[config.mk]
export PLATFORM = sky130hd
export DESIGN_NAME = lru_key_value_cache
export DESIGN_NICKNAME = d
export VERILOG_FILES = /design/src/rtl/lkv_pkg.sv /design/src/rtl/lkv_cell.sv /design/src/rtl/lru_key_value_cache.sv
export SDC_FILE = /design/constraint.sdc
export NUM_CORES = 2
export LEC_CHECK = 0
export BUFFER_PORTS_ARGS = -buffer_cell sky130_fd_sc_hd__buf_2
export CORE_MARGIN = 1
export CORE_UTILIZATION = 55
export DETAILED_ROUTE_END_ITERATION = 7
export GPL_TIMING_DRIVEN = 0
export HOLD_SLACK_MARGIN = 0.08
export PLACE_DENSITY = 0.74
export SYNTH_ARGS = -nofsm -noshare
export SYNTH_HDL_FRONTEND = slang
export SYNTH_HIERARCHICAL = 1
export SYNTH_SLANG_ARGS = --single-unit
[constraint.sdc]
create_clock -name aclk -period 10.2 [get_ports aclk]
set_input_delay 0.51 -clock aclk [delete_from_list [all_inputs] [get_ports aclk]]
set_output_delay 0.51 -clock aclk [all_outputs]
set_load 0.005 [all_outputs]
[src/rtl/lkv_pkg.sv]
package lkv_pkg;

    localparam int unsigned ENTRIES_DEFAULT = 16;
    localparam int unsigned KEY_W           = 32;
    localparam int unsigned VAL_W           = 32;
    localparam int unsigned CAP_W           = 5;

    localparam logic [CAP_W-1:0] CAPACITY_RESET = 5'd16;

    localparam logic FUNC_GET = 1'b0;
    localparam logic FUNC_PUT = 1'b1;

    typedef struct packed {
        logic             func;
        logic [KEY_W-1:0] lookup_key;
        logic [VAL_W-1:0] store_value;
    } lkv_req_t;

    typedef struct packed {
        logic             hit;
        logic [VAL_W-1:0] read_value;
    } lkv_resp_t;

    typedef struct packed {
        logic             valid;
        logic [KEY_W-1:0] key;
        logic [VAL_W-1:0] value;
    } lkv_entry_t;

    typedef struct packed {
        logic go;
        logic put_miss;
        logic evict;
    } lkv_cell_ctrl_t;

endpackage

[src/rtl/lkv_cell.sv]
module lkv_cell
    import lkv_pkg::*;
(
    input  logic             aclk,
    input  logic             aresetn,
    input  lkv_cell_ctrl_t   ctrl,
    input  logic [KEY_W-1:0] op_key,
    input  lkv_entry_t       left_entry,
    output lkv_entry_t       entry,
    input  logic             seen_in,
    output logic             seen_out,
    input  logic [VAL_W-1:0] hit_val_in,
    output logic [VAL_W-1:0] hit_val_out
);

    logic             valid_reg;
    logic [KEY_W-1:0] key_reg;
    logic [VAL_W-1:0] value_reg;
    logic             match;
    logic             shift;

    assign match       = valid_reg && (key_reg == op_key);
    // a match here or further towards the old end moves this cell along
    assign seen_out    = match || seen_in;
    assign hit_val_out = (match ? value_reg : '0) | hit_val_in;
    assign shift       = seen_out || ctrl.put_miss;

    assign entry.valid = valid_reg;
    assign entry.key   = key_reg;
    assign entry.value = value_reg;

    always_ff @(posedge aclk) begin
        if (!aresetn) begin
            valid_reg <= 1'b0;
        end else if (ctrl.go) begin
            // eviction acts on the post-shift position, so it wins
            if (ctrl.evict) begin
                valid_reg <= 1'b0;
            end else if (shift) begin
                valid_reg <= left_entry.valid;
            end
        end
    end

    always_ff @(posedge aclk) begin
        if (ctrl.go && shift) begin
            key_reg   <= left_entry.key;
            value_reg <= left_entry.value;
        end
    end

endmodule

[src/rtl/lru_key_value_cache.sv]
// Fully associative key/value cache with least-recently-used replacement, built as a row of
// ENTRIES cells kept in recency order: the cell at the head holds the most recent entry and
// valid entries always sit in a contiguous run from the head. A get or put is registered on
// transfer, then, once it proceeds, every cell compares its key, the hit/miss and hit value
// ripple down the row, and the cells ahead of the hit (or all cells on an insert) shift one
// place towards the tail while the head takes the touched entry; an over-capacity put clears
// the last valid cell. A get result is loaded into the result register as the get proceeds.
// One item is taken every cycle; a get waits only while the result register is still full
// and not being read. The key-compare and shift chain along the row sets the clock period.
// Valid bits clear at reset, so there is no clearing pass. Capacity writes are always taken.
module lru_key_value_cache
    import lkv_pkg::*;
#(
    parameter int unsigned ENTRIES = ENTRIES_DEFAULT
) (
    input  logic             aclk,
    input  logic             aresetn,
    input  logic             s_valid,
    output logic             s_ready,
    input  lkv_req_t         s_data,
    output logic             m_valid,
    input  logic             m_ready,
    output lkv_resp_t        m_data,
    input  logic             cfg_valid,
    output logic             cfg_ready,
    input  logic [CAP_W-1:0] cfg_data
);

    localparam int unsigned OCC_W = $clog2(ENTRIES + 1);
    localparam int unsigned IDX_W = (ENTRIES > 1) ? $clog2(ENTRIES) : 1;
    localparam int unsigned CMP_W = (OCC_W > CAP_W) ? OCC_W : CAP_W;

    logic [CAP_W-1:0] capacity_reg;
    logic [OCC_W-1:0] occ_reg;
    logic [OCC_W-1:0] occ_next;
    logic             op_valid_reg;
    lkv_req_t         op_reg;
    logic             m_valid_reg;
    lkv_resp_t        m_data_reg;

    logic             op_get;
    logic             go;
    logic             hit;
    logic             put_miss;
    logic [OCC_W-1:0] occ_after;
    logic [OCC_W-1:0] evict_slot;
    logic [IDX_W-1:0] evict_pos;
    logic [CMP_W-1:0] cap_eff;
    logic             do_evict;
    lkv_entry_t       head_entry;

    lkv_entry_t       cell_entry [ENTRIES];
    logic [ENTRIES:0] seen;
    logic [VAL_W-1:0] hit_val [ENTRIES+1];

    assign cfg_ready = 1'b1;

    assign op_get  = (op_reg.func == FUNC_GET);
    assign go      = op_valid_reg && (!op_get || !m_valid_reg || m_ready);
    assign s_ready = !op_valid_reg || go;
    assign m_valid = m_valid_reg;
    assign m_data  = m_data_reg;

    assign seen[ENTRIES]    = 1'b0;
    assign hit_val[ENTRIES] = '0;
    assign hit              = seen[0];
    assign put_miss         = !op_get && !hit;

    assign head_entry.valid = 1'b1;
    assign head_entry.key   = op_reg.lookup_key;
    assign head_entry.value = op_get ? hit_val[0] : op_reg.store_value;

    // a full row drops its tail on insert, so the count holds there
    assign occ_after  = (put_miss && (occ_reg != OCC_W'(ENTRIES))) ? occ_reg + OCC_W'(1)
                                                                 : occ_reg;
    assign cap_eff    = (CMP_W'(capacity_reg) < CMP_W'(ENTRIES)) ? CMP_W'(capacity_reg)
                                                                 : CMP_W'(ENTRIES);
    assign do_evict   = !op_get && (CMP_W'(occ_after) > cap_eff);
    assign evict_slot = occ_after - OCC_W'(1);
    assign evict_pos  = evict_slot[IDX_W-1:0];
    assign occ_next   = do_evict ? evict_slot : occ_after;

    genvar i;
    generate
        for (i = 0; i < ENTRIES; i++) begin : g_cell
            lkv_cell_ctrl_t ctrl;
            lkv_entry_t     left_entry;

            assign ctrl.go       = go;
            assign ctrl.put_miss = put_miss;
            assign ctrl.evict    = do_evict && (evict_pos == IDX_W'(i));

            if (i == 0) begin : g_head
                assign left_entry = head_entry;
            end else begin : g_body
                assign left_entry = cell_entry[i-1];
            end

            lkv_cell u_cell (
                .aclk        (aclk),
                .aresetn     (aresetn),
                .ctrl        (ctrl),
                .op_key      (op_reg.lookup_key),
                .left_entry  (left_entry),
                .entry       (cell_entry[i]),
                .seen_in     (seen[i+1]),
                .seen_out    (seen[i]),
                .hit_val_in  (hit_val[i+1]),
                .hit_val_out (hit_val[i])
            );
        end
    endgenerate

    always_ff @(posedge aclk) begin
        if (!aresetn) begin
            capacity_reg <= CAPACITY_RESET;
            occ_reg      <= '0;
            op_valid_reg <= 1'b0;
            m_valid_reg  <= 1'b0;
        end else begin
            if (cfg_valid && cfg_ready) begin
                capacity_reg <= cfg_data;
            end
            if (go) begin
                occ_reg <= occ_next;
            end
            if (s_valid && s_ready) begin
                op_valid_reg <= 1'b1;
            end else if (go) begin
                op_valid_reg <= 1'b0;
            end
            if (go && op_get) begin
                m_valid_reg <= 1'b1;
            end else if (m_ready) begin
                m_valid_reg <= 1'b0;
            end
        end
    end

    always_ff @(posedge aclk) begin
        if (s_valid && s_ready) begin
            op_reg <= s_data;
        end
        if (go && op_get) begin
            m_data_reg.hit        <= hit;
            m_data_reg.read_value <= hit_val[0];
        end
    end

endmodule

**After elaboration in Yosys (flattened, before gate mapping)**

Cells that the tools add are included.

- Register bits after elaboration: 1150
- Output and inout bits: 36
- Word-level logic and storage cells: 291

- $add $sub $neg: 2
- $lt $le $gt $ge: 2
- Equal/unequal tests: 32
- Mux-type cells: 56
- Bitwise operators: 16
- Reduce and logical (&&, ||, !) cells: 126

Operator list:

| operator | count |
|---|---|
| 32-bit two-way mux | 17 |
| 32-bit == test | 16 |
| 32-bit OR | 15 |
| 1-bit logical AND | 54 |
| 1-bit two-way mux | 36 |
| 2-bit nonzero test | 18 |
| 1-bit logical OR | 34 |
| 4-bit == test, second input constant | 8 |
| 2-bit AND reduction | 16 |
| 4-bit by 3-bit == test with 1-bit output, second input constant | 4 |
| 5-bit two-way mux | 3 |
| 4-bit by 2-bit == test with 1-bit output, second input constant | 2 |
| 5-bit by 1-bit adder with 5-bit output, second input constant | 1 |
| 5-bit > comparator | 1 |
| 5-bit < comparator, second input constant | 1 |
| 5-bit inequality test, second input constant | 1 |
| 5-bit by 1-bit subtractor with 5-bit output, second input constant | 1 |
| 4-bit by 1-bit == test with 1-bit output, second input constant | 1 |
| 4-bit zero test | 1 |
| 1-bit zero test | 3 |
| 1-bit inverter | 1 |

**Logic depth before layout (Yosys ltp)**

- Word-level depth: 26
- Depth in mapped cells: 37
- Depth with buffers taken out: 35

**Hierarchy**

The synthesis kept the hierarchy.

By module, submodules not included:

| module | instances | cells an instance | area an instance (µm²) | sequential area each (µm²) |
|---|---|---|---|---|
| lkv_cell | 16 | 151 | 2646.3 | 1941.9 |
| lru_key_value_cache | 1 | 283 | 4536.9 | 3183.1 |

**Worst setup path before layout**

No wires, ideal clock.

- Path kind: reg2reg
- Start point: register op_reg, in the netlist g_cell[0].left_entry[51]
- End point: register g_cell[0].u_cell.valid_reg
- Library setup time: 0.144 ns
- Arrival: 9.725 ns
- Slack: 0.331 ns
- Cell stages (with the launch flop): 36
- Clock period less this slack: 9.869 ns
- Cell sequence: edfxtp_1 -> xor2_1 -> nor4_1 -> nand3_1 -> nor4_4 -> or2_2 -> or2_2 -> or2_2 -> or2_2 -> or2_2 -> or2_2 -> or2_2 -> or2_2 -> or2_2 -> or2_2 -> or2_2 -> or2_2 -> or2_2 -> or2_2 -> or2_2 -> or2_2 -> nor2b_1 -> o21a_1 -> buf_2 -> mux2i_1 -> inv_1 -> ha_1 -> and3_1 -> and3_1 -> a211o_4 -> buf_6 -> nor3_2 -> and2_1 -> nand2_1 -> nand3_1 -> mux2i_1

RTL lines:

| item | line | text |
|---|---|---|
| from (decl) | lru_key_value_cache.sv:37 | `lkv_req_t op_reg;` |
| from (signal assigned) | lru_key_value_cache.sv:142 | `op_reg <= s_data;` |
| to (signal assigned) | lkv_cell.sv:40 | `valid_reg <= left_entry.valid;` |
| to (decl) | lkv_cell.sv:16 | `logic valid_reg;` |

==> flow_summary_export.csv <==
group,metric,value,unit
status,status,"complete, no violations",
global_routing,grt_start_max_net_pins,66,
clocking,cts_sinks,1150,
power,p_total,10200,uW
finish,fillerInstances,5637,
finish,multi_input_area,12000,um2
critical_path,r2r_setup_slack,460,ps
global_routing,met2_usage,0.357,
finish,final_cell_mix,"1122 x edfxtp_1, 480 x a21o_1, 341 x xnor2_1, 197 x buf_4, 178 x xor2_1",
finish,final_cell_area,55100,um2
sta,rsz0062_at_grt,"false",
critical_path,critical-path-max-stage-delay,420,ps
worst_hold_path,holdPathStages,3,
place,dpl_cell_area,49000,um2
clocking,clk_latency,700,ps
global_routing,grt_util_met3,0.0385,
clocking,cts_tree,"done",
routing,routed_wl,87500,um
power,share_seq_of_total_power,0.535,
finish,final_cells,4453,
power,p_int,8030,uW
routing,ant_nets,0,
sta,timing.final.crit_share,0.955,
power,peakVddDrop,0.144,mV
global_routing,grt_overflow,0,
worst_hold_path,min_to,"m_valid",
critical_path,crit_arrival,10280,ps
critical_path,cp-end-kind,"flop",
global_routing,track_usage,0.201,
synthesis,syn_avg_cell_area,17.4,um2
clocking,clock_path_buffers,3,
power,leakagePower,0.0209,uW
power,swShare,0.211,
routing,routedWlPerCell,19.6,um
critical_path,crit_slowest_cell,"edfxtp_1",
floorplanning,fp-row-count,106,
worst_hold_path,hold_path_class,"input port to flop",
critical_path,critPathKind,"flop to flop",
finish,drive_above_1_share,0.204,
finish,area_growth,17.5,%
critical_path,cp_max_fo,12,
worst_hold_path,hold_start,"m_ready",
place,dp_cells,3976,
floorplanning,die_area,86400,um2
clocking,cts-root-buf,"clkbuf_16",
global_routing,grt-busiest-layer,"met2",
critical_path,regToRegEndpoint,"g_cell[15].u_cell/valid_reg",
finish,final_util,0.656,
critical_path,worstRegToRegCells,36,
global_routing,grt_pass1_vias,24253,
power,clkPwrFrac,0.408,
critical_path,required,10740,ps
global_routing,antenna_found_initial,0,
routing,drcViolationCount,0,
global_routing,met1_usage,0.250,
clocking,clk_pin_slew,70,ps
finish,seq_area,34300,um2
routing,via_count,23974,
sta,setup_violations,0,
sta,hold_viol,0,
finish,final_common_cell,"edfxtp_1",
sta,fin_hold_ws,175,ps
floorplanning,die_h,294,um
sta,tightest_slew,1140,ps
synthesis,syn_inst,2698,
sta,slew_headroom,0.235,
synthesis,syn_area,46900,um2
routing,drt-pass1-iter-count,5,
clocking,cts_buffers,112,
routing,dr.first_iter.drc_count,1486,
floorplanning,die_w,294,um
finish,fin_nets,3306,
sta,fin_crit,9740,ps
critical_path,path_common_cell,"or2_2",
place,gp_congestion,0.794,
sta,finClkSkew,55.8,ps
power,p_sw,2150,uW
floorplanning,ios,111,
sta,timing.fmax,103,MHz
floorplanning,start_util,0.558,
sta,maxSlewViolCount,0,
global_routing,grt_pass1_wl,134000,um
synthesis,ys.warnings.count,6,
critical_path,r2r-start,"g_cell[0].left_entry[39]",
place,place_hpwl,56400,um
clocking,h-tree-depth,3,
run,maxCapViolCount,0,
floorplanning,core,84000,um2
finish,antenna_cells,0,
power,power_frac_comb,0.058,
critical_path,critPathLaunchType,"flop",
routing,viasPerCell,5.38,
power,p_per_area,185,nW/um2
place,port_buffers,108,
-- stage by stage --
stage	TNS (ps)	setup WS [ps]
5_1_grt	0	172
3_5_place_dp	0	109
6_report	0	459
3_3_place_gp	-15720	-903
2_1_floorplan	0	331
4_1_cts	0	46.1
-- cell type report --
class,count,share of cell area
Clock buffer,143,0.0545
Multi-Input combinational cell,1499,0.218
Tap cell,1134,0.0258
Sequential cell,1150,0.622
Buffer,72,0.0128
Inverter,11,0.000750
Timing Repair Buffer,375,0.0532
Clock inverter,69,0.0133
-- what timing repair did --
item	in CTS	in global routing
hold buffers	71	0
hold endpoints to repair	71	0
endpoints found under the setup margin	0	16
gates resized for setup	0	0
setup buffers	0	193
-- power groups by stage --
stage / sequential, uW / combinational (uW) / clock, uW
5_1_grt: 5460 / 635 / 4410
6_report: 5450 / 586 / 4150
2_1_floorplan: 5550 / 331 / 0
3_5_place_dp: 5600 / 446 / 0
4_1_cts: 5500 / 471 / 4220
3_3_place_gp: 5580 / 430 / 0
-- per-layer routing --
metal	vias to the layer above	wire [um]
met5	-	0
met4	0	1940
met3	141	4550
met2	521	45800
met1	11970	35200
li1	11342	-
-- critical path: cells and delay by family, from the launching register on --
family | cells | cell delay, ps
compound gates | 2 | 530
mux | 2 | 470
fa+ha+maj | 1 | 320
simple gates | 26 | 6990
xor+xnor | 1 | 120
buf+inv | 4 | 690
flops | 1 | 420
-- worst max path at each step --
stage                              from                          end  slack [ps]
2_1_floorplan  g_cell[0].left_entry[51]   g_cell[0].u_cell/valid_reg         330
3_5_place_dp   g_cell[0].left_entry[39]  g_cell[15].u_cell/valid_reg         110
6_report       g_cell[0].left_entry[39]  g_cell[15].u_cell/valid_reg         460
5_1_grt        g_cell[0].left_entry[39]  g_cell[15].u_cell/valid_reg         170
3_3_place_gp   g_cell[0].left_entry[52]  g_cell[15].u_cell/valid_reg        -900
4_1_cts        g_cell[0].left_entry[39]  g_cell[15].u_cell/valid_reg          50
Power figures use the tool's default switching activity.
